==> src/circle_point_derivative_eval_macros.svh <==
// assertion macros for the circle evaluation block
// no dependencies; included by the top level only
`ifndef CIRCLE_POINT_DERIVATIVE_EVAL_MACROS_SVH
`define CIRCLE_POINT_DERIVATIVE_EVAL_MACROS_SVH

// same-cycle implication, disabled while reset is low
`define CPDE_ASSERT_NOW(lbl, clk_s, rstn_s, ante, cons) \
  lbl: assert property (@(posedge clk_s) disable iff (!(rstn_s)) (ante) |-> (cons)) \
    else $error("cpde check failed");

// next-cycle implication, disabled while reset is low
`define CPDE_ASSERT_NEXT(lbl, clk_s, rstn_s, ante, cons) \
  lbl: assert property (@(posedge clk_s) disable iff (!(rstn_s)) (ante) |=> (cons)) \
    else $error("cpde check failed");

`endif

==> src/cpde_pkg.sv <==
// shared types, constants and functions of the circle evaluation block
// no dependencies
`default_nettype none

package cpde_pkg;

  localparam int CORDIC_STEPS = 16;
  localparam int MAX_ORDER    = 63;
  localparam int DIV_STEPS    = 48;
  localparam int CNT_W        = $clog2(DIV_STEPS);
  localparam int ITER_W       = 5;
  localparam int IDX_W        = 6;
  localparam int ORD_W        = 7;
  localparam int ANG_W        = 16;
  localparam int VEC_W        = 32;
  localparam int AXIS_W       = 48;
  localparam int RAD_W        = 32;
  localparam int CS_W         = 34;
  localparam int TRIG_W       = 35;
  localparam int COEF_W       = 36;
  localparam int PROD_W       = 52;
  localparam int WIDE_W       = 49;

  localparam logic [30:0] PI_Q29   = 31'd1686629713;
  localparam logic [29:0] GAIN_Q30 = 30'd652032874;

  localparam logic [1:0] ACT_POINT = 2'd0;
  localparam logic [1:0] ACT_TANG  = 2'd1;
  localparam logic [1:0] ACT_DERIV = 2'd2;
  localparam logic [1:0] ACT_CURV  = 2'd3;

  localparam logic [1:0] ST_OK  = 2'd0;
  localparam logic [1:0] ST_RAD = 2'd1;
  localparam logic [1:0] ST_ORD = 2'd2;

  // coefficient pairs (a, b) for a*X + b*Y
  localparam logic [1:0] SEL_CS   = 2'd0;
  localparam logic [1:0] SEL_NSC  = 2'd1;
  localparam logic [1:0] SEL_NCNS = 2'd2;
  localparam logic [1:0] SEL_SNC  = 2'd3;

  localparam logic [1:0] SRC_ZERO = 2'd0;
  localparam logic [1:0] SRC_COMB = 2'd1;
  localparam logic [1:0] SRC_QUO  = 2'd2;

  localparam logic [2:0] CFG_CX  = 3'd0;
  localparam logic [2:0] CFG_CY  = 3'd1;
  localparam logic [2:0] CFG_CZ  = 3'd2;
  localparam logic [2:0] CFG_AX  = 3'd3;
  localparam logic [2:0] CFG_AY  = 3'd4;
  localparam logic [2:0] CFG_RAD = 3'd5;

  typedef struct packed {
    logic signed [VEC_W-1:0] cx;
    logic signed [VEC_W-1:0] cy;
    logic signed [VEC_W-1:0] cz;
    logic [AXIS_W-1:0]       ax;
    logic [AXIS_W-1:0]       ay;
    logic [RAD_W-1:0]        rad;
  } cfg_t;

  typedef struct packed {
    logic              load;
    logic              cstep;
    logic [ITER_W-1:0] iter;
    logic              scale;
    logic              mul;
    logic              cmul;
    logic [1:0]        sel;
    logic              dinit;
    logic              dstep;
    logic              oload;
    logic [1:0]        src;
    logic              center;
    logic [IDX_W-1:0]  idx;
    logic              last;
    logic [1:0]        status;
  } cmd_t;

  typedef struct packed {
    logic rad_zero;
    logic out_busy;
  } sts_t;

  function automatic logic [30:0] atan_q30(input logic [ITER_W-1:0] i);
    unique case (i)
      5'd0:    return 31'd843314857;
      5'd1:    return 31'd497837829;
      5'd2:    return 31'd263043837;
      5'd3:    return 31'd133525159;
      5'd4:    return 31'd67021687;
      5'd5:    return 31'd33543516;
      5'd6:    return 31'd16775851;
      5'd7:    return 31'd8388437;
      5'd8:    return 31'd4194283;
      5'd9:    return 31'd2097149;
      5'd10:   return 31'd1048576;
      default: return 31'(32'h4000_0000 >> i);
    endcase
  endfunction

  function automatic logic [VEC_W-1:0] sat32(input logic signed [WIDE_W-1:0] v);
    if (v > 49'sd2147483647) return 32'h7fff_ffff;
    if (v < -49'sd2147483648) return 32'h8000_0000;
    return v[VEC_W-1:0];
  endfunction

endpackage

`default_nettype wire

==> src/cpde_ctrl.sv <==
// sequencer of the circle evaluation block
// depends on cpde_pkg
`default_nettype none

module cpde_ctrl import cpde_pkg::*; (
  input  wire logic             clk,
  input  wire logic             rst_n,
  input  wire logic             in_tvalid,
  output logic                  in_tready,
  input  wire logic [1:0]       action,
  input  wire logic [ORD_W-1:0] order,
  input  wire sts_t             sts,
  output cmd_t                  cmd
);

  localparam logic [2:0] S_IDLE  = 3'd0;
  localparam logic [2:0] S_CORD  = 3'd1;
  localparam logic [2:0] S_SCALE = 3'd2;
  localparam logic [2:0] S_DISP  = 3'd3;
  localparam logic [2:0] S_MUL   = 3'd4;
  localparam logic [2:0] S_PUT   = 3'd5;
  localparam logic [2:0] S_DINIT = 3'd6;
  localparam logic [2:0] S_DIV   = 3'd7;

  logic [2:0]       state_r, state_nxt;
  logic [CNT_W-1:0] cnt_r, cnt_nxt;
  logic [1:0]       act_r, act_nxt;
  logic [ORD_W-1:0] ord_r, ord_nxt;
  logic [IDX_W-1:0] k_r, k_nxt;
  logic [1:0]       sel_r, sel_nxt;
  logic             center_r, center_nxt;
  logic             last_r, last_nxt;
  logic [1:0]       status_r, status_nxt;
  logic [1:0]       src_r, src_nxt;
  logic             ord_bad;

  assign ord_bad = ord_r[ORD_W-1] || (ord_r[IDX_W-1:0] > IDX_W'(MAX_ORDER));
  assign in_tready = (state_r == S_IDLE);

  always_comb begin
    state_nxt  = state_r;
    cnt_nxt    = cnt_r;
    act_nxt    = act_r;
    ord_nxt    = ord_r;
    k_nxt      = k_r;
    sel_nxt    = sel_r;
    center_nxt = center_r;
    last_nxt   = last_r;
    status_nxt = status_r;
    src_nxt    = src_r;
    cmd        = '0;
    cmd.iter   = cnt_r[ITER_W-1:0];
    cmd.sel    = sel_r;
    cmd.src    = src_r;
    cmd.center = center_r;
    cmd.idx    = k_r;
    cmd.last   = last_r;
    cmd.status = status_r;
    cmd.cmul   = (act_r == ACT_CURV);
    unique case (state_r)
      S_IDLE: begin
        if (in_tvalid) begin
          cmd.load   = 1'b1;
          act_nxt    = action;
          ord_nxt    = order;
          cnt_nxt    = '0;
          k_nxt      = '0;
          status_nxt = ST_OK;
          state_nxt  = S_CORD;
        end
      end
      S_CORD: begin
        cmd.cstep = 1'b1;
        if (cnt_r == CNT_W'(CORDIC_STEPS - 1)) begin
          state_nxt = S_SCALE;
        end else begin
          cnt_nxt = cnt_r + 1'b1;
        end
      end
      S_SCALE: begin
        cmd.scale = 1'b1;
        state_nxt = S_DISP;
      end
      S_DISP: begin
        last_nxt   = 1'b1;
        center_nxt = 1'b0;
        src_nxt    = SRC_COMB;
        if ((act_r == ACT_DERIV || act_r == ACT_CURV) && sts.rad_zero) begin
          status_nxt = ST_RAD;
          src_nxt    = SRC_ZERO;
          state_nxt  = S_PUT;
        end else begin
          unique case (act_r)
            ACT_POINT: begin
              sel_nxt    = SEL_CS;
              center_nxt = 1'b1;
              state_nxt  = S_MUL;
            end
            ACT_TANG: begin
              sel_nxt   = SEL_NSC;
              state_nxt = S_MUL;
            end
            ACT_CURV: begin
              src_nxt   = SRC_QUO;
              state_nxt = S_MUL;
            end
            default: begin
              if (ord_bad) begin
                status_nxt = ST_ORD;
                src_nxt    = SRC_ZERO;
                state_nxt  = S_PUT;
              end else begin
                sel_nxt    = SEL_CS;
                center_nxt = 1'b1;
                last_nxt   = (ord_r[IDX_W-1:0] == '0);
                state_nxt  = S_MUL;
              end
            end
          endcase
        end
      end
      S_MUL: begin
        cmd.mul = 1'b1;
        cnt_nxt = '0;
        state_nxt = (act_r == ACT_CURV) ? S_DINIT : S_PUT;
      end
      S_DINIT: begin
        cmd.dinit = 1'b1;
        state_nxt = S_DIV;
      end
      S_DIV: begin
        cmd.dstep = 1'b1;
        if (cnt_r == CNT_W'(DIV_STEPS - 1)) begin
          state_nxt = S_PUT;
        end else begin
          cnt_nxt = cnt_r + 1'b1;
        end
      end
      default: begin
        if (!sts.out_busy) begin
          cmd.oload = 1'b1;
          if (last_r) begin
            state_nxt = S_IDLE;
          end else begin
            k_nxt      = k_r + 1'b1;
            sel_nxt    = k_nxt[1:0];
            center_nxt = 1'b0;
            last_nxt   = (k_nxt == ord_r[IDX_W-1:0]);
            state_nxt  = S_MUL;
          end
        end
      end
    endcase
  end

  always_ff @(posedge clk) begin
    if (!rst_n) begin
      state_r <= S_IDLE;
    end else begin
      state_r <= state_nxt;
    end
    cnt_r    <= cnt_nxt;
    act_r    <= act_nxt;
    ord_r    <= ord_nxt;
    k_r      <= k_nxt;
    sel_r    <= sel_nxt;
    center_r <= center_nxt;
    last_r   <= last_nxt;
    status_r <= status_nxt;
    src_r    <= src_nxt;
  end

endmodule

`default_nettype wire

==> config.mk <==
export PLATFORM = sky130hd
export DESIGN_NAME = cpde_ctrl
export DESIGN_NICKNAME = d
export VERILOG_FILES = /design/src/circle_point_derivative_eval_macros.svh /design/src/cpde_pkg.sv /design/src/cpde_ctrl.sv
export SDC_FILE = /design/constraint.sdc
export NUM_CORES = 1
export LEC_CHECK = 0
export BUFFER_PORTS_ARGS = -buffer_cell sky130_fd_sc_hd__buf_2
export CAP_MARGIN = 20
export CORE_ASPECT_RATIO = 0.6
export CORE_MARGIN = 3
export CORE_UTILIZATION = 30
export CTS_BUF_LIST = sky130_fd_sc_hd__clkbuf_4 sky130_fd_sc_hd__clkbuf_8
export DETAILED_ROUTE_END_ITERATION = 8
export PLACE_DENSITY = 0.6
export SETUP_SLACK_MARGIN = 0.2
export SYNTH_ARGS = -nofsm -noshare
export SYNTH_HDL_FRONTEND = slang
export SYNTH_SLANG_ARGS = --single-unit
==> constraint.sdc <==
create_clock -name clk -period 2.2 [get_ports clk]
set_input_delay 0 -clock clk [delete_from_list [all_inputs] [get_ports clk]]
set_output_delay 0 -clock clk [all_outputs]
set_load 0.02 [all_outputs]
# Word-level counts from Yosys, hierarchy flattened

Index checks and enable logic that the tools add are counted.

Output and inout port bits: 28
Word-level logic and storage cells: 115
Bits in registers: 32

Bitwise logic cells: 2
Order comparisons: 1
Multiplexer cells: 51
Reduce and logical (&&, ||, !) cells: 22
Eq/ne operators: 27
Add/sub/neg operators: 2

Operators with widths:

| kind                                                                     | count |
|---|---|
| 6-bit 2-to-1 mux                                                         | 5 |
| 6-bit one-hot mux with 4 select lines                                    | 1 |
| 3-bit 2-to-1 mux                                                         | 7 |
| 3-bit one-hot mux with 7 select lines                                    | 1 |
| 1-bit 2-to-1 mux                                                         | 20 |
| 2-bit 2-to-1 mux                                                         | 9 |
| 2-bit inequality test (second input constant)                            | 9 |
| 4-bit AND reduction                                                      | 4 |
| 6-bit by 1-bit adder with 6-bit output (second input constant)           | 2 |
| 2-bit one-hot mux with 2 select lines                                    | 3 |
| 6-bit one-hot mux with 2 select lines                                    | 1 |
| 6-bit OR reduction                                                       | 2 |
| 3-bit == test (second input constant)                                    | 3 |
| 8-bit by 2-bit inequality test with 1-bit output (second input constant) | 1 |
| 7-bit OR reduction                                                       | 1 |
| 3-bit by 2-bit == test with 1-bit output (second input constant)         | 2 |
| 6-bit by 4-bit == test with 1-bit output (second input constant)         | 1 |
| 6-bit == test                                                            | 1 |
| 6-bit == test (second input constant)                                    | 1 |
| 6-bit greater-than comparator (second input constant)                    | 1 |
| 6-bit zero test                                                          | 1 |
| 3-bit inequality test (second input constant)                            | 2 |
| 1-bit one-hot mux with 2 select lines                                    | 3 |
| 2-bit one-hot mux with 3 select lines                                    | 1 |
| 17 further kinds                                                         | 23 |

# Logic depth before layout (Yosys ltp)

Gate-level depths: netlist of run 1.

Depth in word-level cells: 6
Gate-level depth with buffers: 6
Depth with buffers taken out: 5

# Least setup slack after synthesis of run 1

No wires, ideal clock.

Path type: flip-flop to flip-flop
From: register state_r[1]
To: register status_r[0] (enable)
Arrival time: 1.707 ns
Setup slack: 0.178 ns
Library setup time: 0.315 ns
Required time: 1.885 ns
Stages on the path, launching flop included: 5
Path through: dfxtp_1 > buf_2 > nor3_2 > and2_1 > o21bai_1

Longest elaborated chain between the ends: 3
Elaborated cells between the ends (all ways): 7

RTL lines:

| item                                                                         | line             | text |
|---|---|---|
| start, declared                                                              | cpde_ctrl.sv:25  | `logic [2:0] state_r, state_nxt;` |
| start signal, assigned                                                       | cpde_ctrl.sv:160 | `state_r <= state_nxt;` |
| 3-bit zero test (*)                                                          | --               |  |
| net in_tready                                                                | cpde_ctrl.sv:9   | `output logic in_tready,` |
| 2-bit inequality test (no source line) or 2-bit nonzero test (tied branches) | --               |  |
| 4-bit AND reduction (no source line) (*)                                     | --               |  |
| end signal, assigned                                                         | cpde_ctrl.sv:169 | `status_r <= status_nxt;` |
| end, declared                                                                | cpde_ctrl.sv:33  | `logic [1:0] status_r, status_nxt;` |

Mark *: on every way through the listed nets, which the timed path passes. The rest lies on a longest branch.
A chain may end at the register's enable or synchronous reset.

# Worst setup path after layout of run 1

From: register k_r[0]
To: register last_r (data pin)

Longest elaborated chain between the ends: 5

RTL lines:

| item                                   | line             | text |
|---|---|---|
| start, declared                        | cpde_ctrl.sv:29  | `logic [IDX_W-1:0] k_r, k_nxt;` |
| start signal, assigned                 | cpde_ctrl.sv:165 | `k_r <= k_nxt;` |
| 6-bit by 1-bit adder with 6-bit output | cpde_ctrl.sv:145 | `k_nxt = k_r + 1'b1;` |
| 6-bit == test                          | cpde_ctrl.sv:148 | `last_nxt = (k_nxt == ord_r[IDX_W-1:0]);` |
| 1-bit 2-to-1 mux                       | cpde_ctrl.sv:142 | `if (last_r) begin` |
| 1-bit 2-to-1 mux                       | cpde_ctrl.sv:140 | `if (!sts.out_busy) begin` |
| 1-bit one-hot mux with 2 select lines  | cpde_ctrl.sv:60  | `unique case (state_r)` |
| net last_nxt                           | cpde_ctrl.sv:32  | `logic last_r, last_nxt;` |
| end signal, assigned                   | cpde_ctrl.sv:168 | `last_r <= last_nxt;` |
| end, declared                          | cpde_ctrl.sv:32  |  |

The timed path passes the listed nets, and every way through them passes these cells. The select of a mux whose other input is x is not followed.

==> run_results.csv, run 1 <==
group,metric,value,unit
clock_tree,clk_pin_slew,70,ps
sta,tightest_slew,468.4,ps
pwr,leakagePower,0.0008813,uW
cells_and_area,layout-drive-gt1-share,30.20,%
grt,antenna_found_initial,0,
floorplanning,num_rows,20,
cells_and_area,fillers,535,
critical_path,r2r_slack,360,ps
synthesis,synth-main-ff-cell,"edfxtp_1",
critical_path,cp.arrival,1960,ps
cells_and_area,syn2layout_area_growth,25.90,%
place,port_buffers,41,
sta,hold_viol_final,0,
grt,grt.met2_usage,17.73,%
grt,grt_first_pass_wirelength,6175,um
critical_path,start_kind,"flop",
grt,overflow,0,
place,dp_cells,261,
clock_tree,cts_sinks,32,
cells_and_area,n_antenna_cell,0,
cells_and_area,multi_input_area,666.9,um^2
floorplanning,dieArea,6655,um^2
cells_and_area,stdcell_count,279,
floorplanning,core,5280,um^2
routing,detail-route-antenna-nets,0,
critical_path,critical_path_required,2320,ps
synthesis,ys_ff_latch,32,
cells_and_area,finish.instance_area,2147,um^2
floorplanning,start_util,32.30,%
routing,drc,0,
synthesis,yosysWarnings,0,
critical_path,critPathMaxFanout,6,
grt,track_usage,12.37,%
place,dp.final_hpwl,2838,um
cells_and_area,regArea,930.9,um^2
job,maxCapViolCount,0,
routing,drt_first_pass_iters,4,
sta,tns,0,ps
status,status,"finished, final reports clean",
synthesis,synth_cells,151,
synthesis,syn-cell-area,1705,um^2
pwr,ir_drop,0.0003449,V
routing,wl,3788,um
sta,max_clock_freq,0.5438,GHz
clock_tree,max-clock-path-buffers,2,
grt,grt_pass1_vias,1230,
synthesis,synth_cell_type_count,40,
grt,top_usage_layer,"met2",
synthesis,syn_area_per_cell,11.29,um^2
sta,maxSlewHeadroom,68.73,%
cells_and_area,layout_commonest_cell,"buf_2",
floorplanning,chipWidth,103.3,um
grt,grt_use_met3,3.817,%
sta,finalSetupViolations,0,
floorplanning,pin_count,42,
critical_path,critical_path_class,"flop to flop",
synthesis,ys_async_sr_fraction,0,%
sta,skew,5.640,ps
place,globalplace.congestion,0.8206,
critical_path,endpoint_kind,"flop",
hold_path,hold_path_class,"input pin to flop",
clock_tree,ctsResizeCount,0,
routing,wl_per_cell,13.58,um
clock_tree,cts_root_buf,"clkbuf_8",
sta,worst_slack,361.0,ps
synthesis,syn-num-nets,167,
routing,vias,1247,
floorplanning,die_h,64.40,um
synthesis,yosysSeqAreaShare,54.59,%
routing,first_iter_violations,95,
sta,fin_crit,1839,ps
routing,routed_via_density,4.470,
clock_tree,cts_tree,"done",
cells_and_area,nets,217,
grt,grt_start_max_net_pins,14,
sta,rsz0062_at_grt,"no",
place,place_area,1959,um^2
synthesis,synth_edf_count,29,
cells_and_area,final_cell_mix,"buf_2, edfxtp_1, nor2_1, dlygate4sd3_1, xnor2_1",
sta,maxSlewViolCount,0,
pwr,powerDensity,1253,nW/um^2
clock_tree,cts_max_level,2,
clock_tree,clock_latency,280,ps
sta,finalCritPeriodShare,83.59,%
place,dp_slack,377.4,ps
clock_tree,cts_buffers,5,
grt,grt_use_met1,17.25,%
flip-flops by register name, indices dropped and copies added (netlist names):
register / count
act_r: 2
sel_r: 2
last_r: 1
center_r: 1
status_r: 2
state_r: 3
k_r: 6
cnt_r: 6
ord_r: 7
src_r: 2
layer usage:
metal  share of wire [%]  wire length (um)  up-vias
met5                   0                 0        -
met2                  41              1559       25
met4                 1.1                40        0
met3                 6.2               234        4
met1                  52              1953      582
li1                    -                 -      636
layout make-up:
cell class	instances	share of cell area [%]
tap	77	4.487
multi-input combinational	101	31.06
sequential	32	43.36
timing repair buffer	57	16.32
clock buffer	5	3.205
clock inverter	3	0.8741
inverter	4	0.6993
timing repair:
item                      CTS  global route
buffers inserted            0             0
hold endpoints to repair   10             0
hold buffers               10             0
power by group:
| group | total, uW | switching [uW] | internal (uW) |
|---|---|---|---|
| combinational | 1110 | 638 | 471 |
| clock | 442 | 222 | 220 |
| sequential | 1140 | 215 | 924 |
| total | 2690 | 1080 | 1610 |
logic make-up after synthesis:
group	after synthesis	share of synthesized area, %
buffers and inverters	18	6.383
DFF	32	54.59
AOI/OAI and AO/OA	29	11.59
and+or+nand+nor	55	17.39
xor gates and xnor gates	15	8.584
adders and majority gates	2	1.467
critical path, stage by stage (launching register included):
cell      delay, ps
edfxtp_1        500
ha_1            380
xnor2_1         140
nand2_1          60
a2111o_1        390
o31ai_2         210
cell usage after synthesis (3+ instances only):
cell      count  area share, %
dfxtp_1       3            3.5
buf_2         3           0.88
edfxtp_1     29             51
nor3b_1       4            1.8
nand3_1       4            1.2
nand2_1       6            1.3
xnor2_1       8            4.1
xor2_1        6            3.1
nor2_1       20            4.4
and2_1        4            1.5
a21oi_1       7            2.1
buf_4         8            3.5
and3_1        3            1.1
o21ai_0       5            1.5
a31oi_1       3            1.1
nor2b_1       5            1.8
inv_1         4           0.88
stage by stage:
stage | power (uW) | hold WS, ps | utilization, %
floorplan | 1947 | 98.87 | -
global placement | 2242 | 177.1 | 37.11
detailed placement | 2246 | 179.7 | 37.11
CTS | 2707 | 46.77 | 40.66
global route | 2888 | 68.11 | 40.66
finish | 2690 | 59.74 | 40.66
worst paths after layout:
check / endpoint / cells past startpoint / from
worst max-delay path: last_r / 5 / k_r[0]
worst min-delay path: src_r[1] / 2 / sts[1]
worst max register to register: last_r / 5 / k_r[0]
worst min register to register: cnt_r[0] / 1 / cnt_r[0]
Note: power is estimated with default switching activity, not from simulation.
==> run 2, diff against run 1 <==
--- a/config.mk
+++ b/config.mk
@@ -5,6 +5,7 @@
 export SDC_FILE = /design/constraint.sdc
 export NUM_CORES = 1
 export LEC_CHECK = 0
+export ABC_AREA = 1
 export BUFFER_PORTS_ARGS = -buffer_cell sky130_fd_sc_hd__buf_2
 export CAP_MARGIN = 20
 export CORE_ASPECT_RATIO = 0.6
@@ -12,7 +13,7 @@
 export CORE_UTILIZATION = 30
 export CTS_BUF_LIST = sky130_fd_sc_hd__clkbuf_4 sky130_fd_sc_hd__clkbuf_8
 export DETAILED_ROUTE_END_ITERATION = 8
-export PLACE_DENSITY = 0.6
+export PLACE_DENSITY = 0.61
 export SETUP_SLACK_MARGIN = 0.2
 export SYNTH_ARGS = -nofsm -noshare
 export SYNTH_HDL_FRONTEND = slang
==> constraint.sdc (replaced) <==
create_clock -name clk -period 1.6 [get_ports clk]
set_input_delay 0 -clock clk [delete_from_list [all_inputs] [get_ports clk]]
set_output_delay 0 -clock clk [all_outputs]
set_load 0.02 [all_outputs]
==> run_results.csv, run 2 <==
group,metric,value,unit
pwr,swShare,43.22,%
place,dp.final_hpwl,3603,um
synthesis,syn-num-nets,225,
pwr,p_comb_share,58.0,%
synthesis,ys_async_sr_fraction,0,%
floorplanning,chipWidth,107.2,um
critical_path,critical_path_class,"flop to flop",
sta,rsz0062_at_grt,"yes",
routing,wl_per_cell,13.56,um
cells_and_area,largest_register_ff_count,7,
sta,finalSetupViolations,0,
grt,grt_first_pass_wirelength,7659,um
pwr,pwr-share-clk,13.0,%
cells_and_area,regArea,942.2,um^2
synthesis,synth_top_family_by_area,"simple AND/OR/NAND/NOR gates",
cells_and_area,largestRegisters,"ord_r x7, cnt_r x6, k_r x6",
place,dp_cells,338,
cells_and_area,layout-drive-gt1-share,50.00,%
critical_path,r2r_slack,9,ps
job,maxCapViolCount,0,
pwr,p_seq_share,29.0,%
place,globalplace.congestion,0.8756,
synthesis,yosysWarnings,0,
synthesis,yosys.area.top_type_share,47.25,%
synthesis,synth_area_leader_cell,"edfxtp_1",
synthesis,synthMostInstantiatedCell,"nand2_1",
cells_and_area,nets,317,
pwr,ir_drop,0.0007410,V
place,dp_slack,-16.21,ps
synthesis,synthSimpleGateAreaFrac,26.75,%
routing,drc,0,
cells_and_area,fillers,502,
grt,track_usage,14.18,%
sta,tightest_slew,375.7,ps
clock_tree,cts_buffers,5,
cells_and_area,n_antenna_cell,0,
cells_and_area,regMostFlops,"ord_r",
floorplanning,num_rows,21,
synthesis,ys_top_cells_by_area,"edfxtp_1, nand2_1, inv_1",
routing,wl,5181,um
synthesis,syn_area_per_cell,8.818,um^2
critical_path,start_kind,"flop",
sta,maxSlewViolCount,0,
critical_path,rr_endpoint,"state_r[2]",
floorplanning,die_h,66.71,um
routing,drt_first_pass_iters,4,
cells_and_area,multi_input_area,885.9,um^2
hold_path,hp-start,"sts[1]",
floorplanning,dieArea,7150,um^2
clock_tree,cts_root_buf,"clkbuf_8",
cells_and_area,layout_commonest_cell,"buf_2",
grt,grt_start_max_net_pins,11,
cells_and_area,final_cell_mix,"buf_2, buf_4, edfxtp_1, nand2_1, inv_1",
sta,max_clock_freq,0.6284,GHz
synthesis,synth_xor_area_share,0.9504,%
floorplanning,pin_count,42,
routing,vias,1757,
sta,fin_crit,1591,ps
critical_path,r2r_cells,13,
synthesis,ys_ff_latch,32,
hold_path,holdPathStages,2,
clock_tree,max-clock-path-buffers,2,
clock_tree,clk_pin_slew,70,ps
hold_path,whs_endpoint,"src_r[1]",
synthesis,synth_cell_type_count,35,
sta,worst_slack,8.613,ps
synthesis,syn-cell-area,1843,um^2
cells_and_area,syn2layout_area_growth,56.96,%
sta,hold_viol_final,0,
synthesis,synth_edf_count,29,
synthesis,yosys.area_share.adder,1.358,%
synthesis,synth-main-ff-cell,"edfxtp_1",
critical_path,endpoint_kind,"flop",
pwr,powerDensity,2015,nW/um^2
floorplanning,core,5754,um^2
grt,antenna_found_initial,0,
pwr,leakagePower,0.001329,uW
cells_and_area,fin_util,50.27,%
critical_path,critPathMaxFanout,3,
routing,detail-route-antenna-nets,0,
clock_tree,cts_tree,"done",
pwr,power,5829,uW
critical_path,critical_path_required,1830,ps
cells_and_area,stdcell_count,382,
pwr,p_switching,2520,uW
synthesis,synth_common_cells,"nand2_1, inv_1, edfxtp_1",
grt,grt_pass1_vias,1536,
synthesis,yosysSeqAreaShare,50.51,%
clock_tree,cts_max_level,2,
pwr,p_int,3310,uW
synthesis,synth_compound_area_share,8.011,%
floorplanning,start_util,32.03,%
sta,maxSlewHeadroom,74.69,%
place,port_buffers,41,
sta,finalCritPeriodShare,99.46,%
routing,first_iter_violations,124,
routing,routed_via_density,4.599,
hold_path,hold_path_class,"input pin to flop",
critical_path,cp.arrival,1820,ps
grt,overflow,0,
status,status,"finished, final reports clean",
critical_path,rr_startpoint,"cnt_r[0]",
synthesis,synth_cells,209,
clock_tree,cts_sinks,32,
clock_tree,clock_latency,290,ps
synthesis,synthMuxAreaShare,0,%
sta,skew,10.07,ps
run 2: changes by cell type after synthesis, sizes merged, moves of 5 or more:
| cell | delta |
|---|---|
| xnor2 | -7 |
| nand4 | +5 |
| xor2 | -5 |
| inv | +33 |
| nand2 | +34 |
| nor2 | +11 |
| nand3 | +10 |
| nor2b | -5 |
run 2: critical path: stages, from the launching register on:
cell and delay, ps:
edfxtp_1 360, ha_2 190, nand2_2 60, inv_2 80, nand2_4 60, nor2_4 120, nand2_1 80, nand2_2 120
buf_12 120, buf_6 90, nand3_4 80, nand2_1 80, nand2_1 50, nor2_1 70
run 2: worst max path at each step:
stage / startpoint / end / slack (ps)
3_3_place_gp: state_r[2] / k_r[4] / -20
4_1_cts: k_r[0] / last_r / 30
3_5_place_dp: state_r[2] / k_r[2] / -20
6_report: cnt_r[0] / state_r[2] / 9
2_1_floorplan: cnt_r[0] / cnt_r[0] / 100
5_1_grt: k_r[0] / last_r / -110
run 2: routing by layer:
metal / global-route usage (%) / wire length, um
met4: 4.306 / 55
met2: 18.07 / 2092
met3: 2.904 / 297
met5: 0 / 0
met1: 22.93 / 2735
run 2: power groups by stage:
stage	logic, uW	clock network [uW]	registers (uW)
6_report	3380	760	1690
5_1_grt	3680	793	1730
4_1_cts	2990	769	1660
3_5_place_dp	2570	0	1660
3_3_place_gp	2540	0	1660
2_1_floorplan	1710	0	1750
run 2: timing repair:
action | 4_1_cts | 5_1_grt
cloned | 0 | 1
endpoints found under the hold margin | 12 | 0
hold buffers | 10 | 0
buffers inserted | 18 | 7
resized for setup | 24 | 37
endpoints found under the setup margin | 36 | 37
pin swaps | 15 | 9
run 2: metrics by stage:
step | area (um^2) | hold slack (ps) | TNS [ps]
finish | 2893 | 75.61 | 0
global route | 2893 | 80.03 | -882.6
CTS | 2703 | 64.44 | 0
detailed placement | 2280 | 178.1 | -96.47
global placement | 2280 | 176.5 | -118.7
floorplan | 1919 | 86.26 | 0
run 2: layout make-up:
cell class                      count  share of cell area [%]
Timing Repair Buffer               96                   24.35
Multi-Input combinational cell    129                   30.62
Sequential cell                    32                   32.57
Tap cell                           80                   3.460
Inverter                           37                   5.320
Clock buffer                        5                   2.379
Clock inverter                      3                   1.298
run 2: kinds of logic after synthesis:
family | Yosys count
AOI/OAI and AO/OA | 25
DFF | 32
buffers and inverters | 48
adders and majority gates | 2
and+or+nand+nor | 100
xor gates and xnor gates | 2
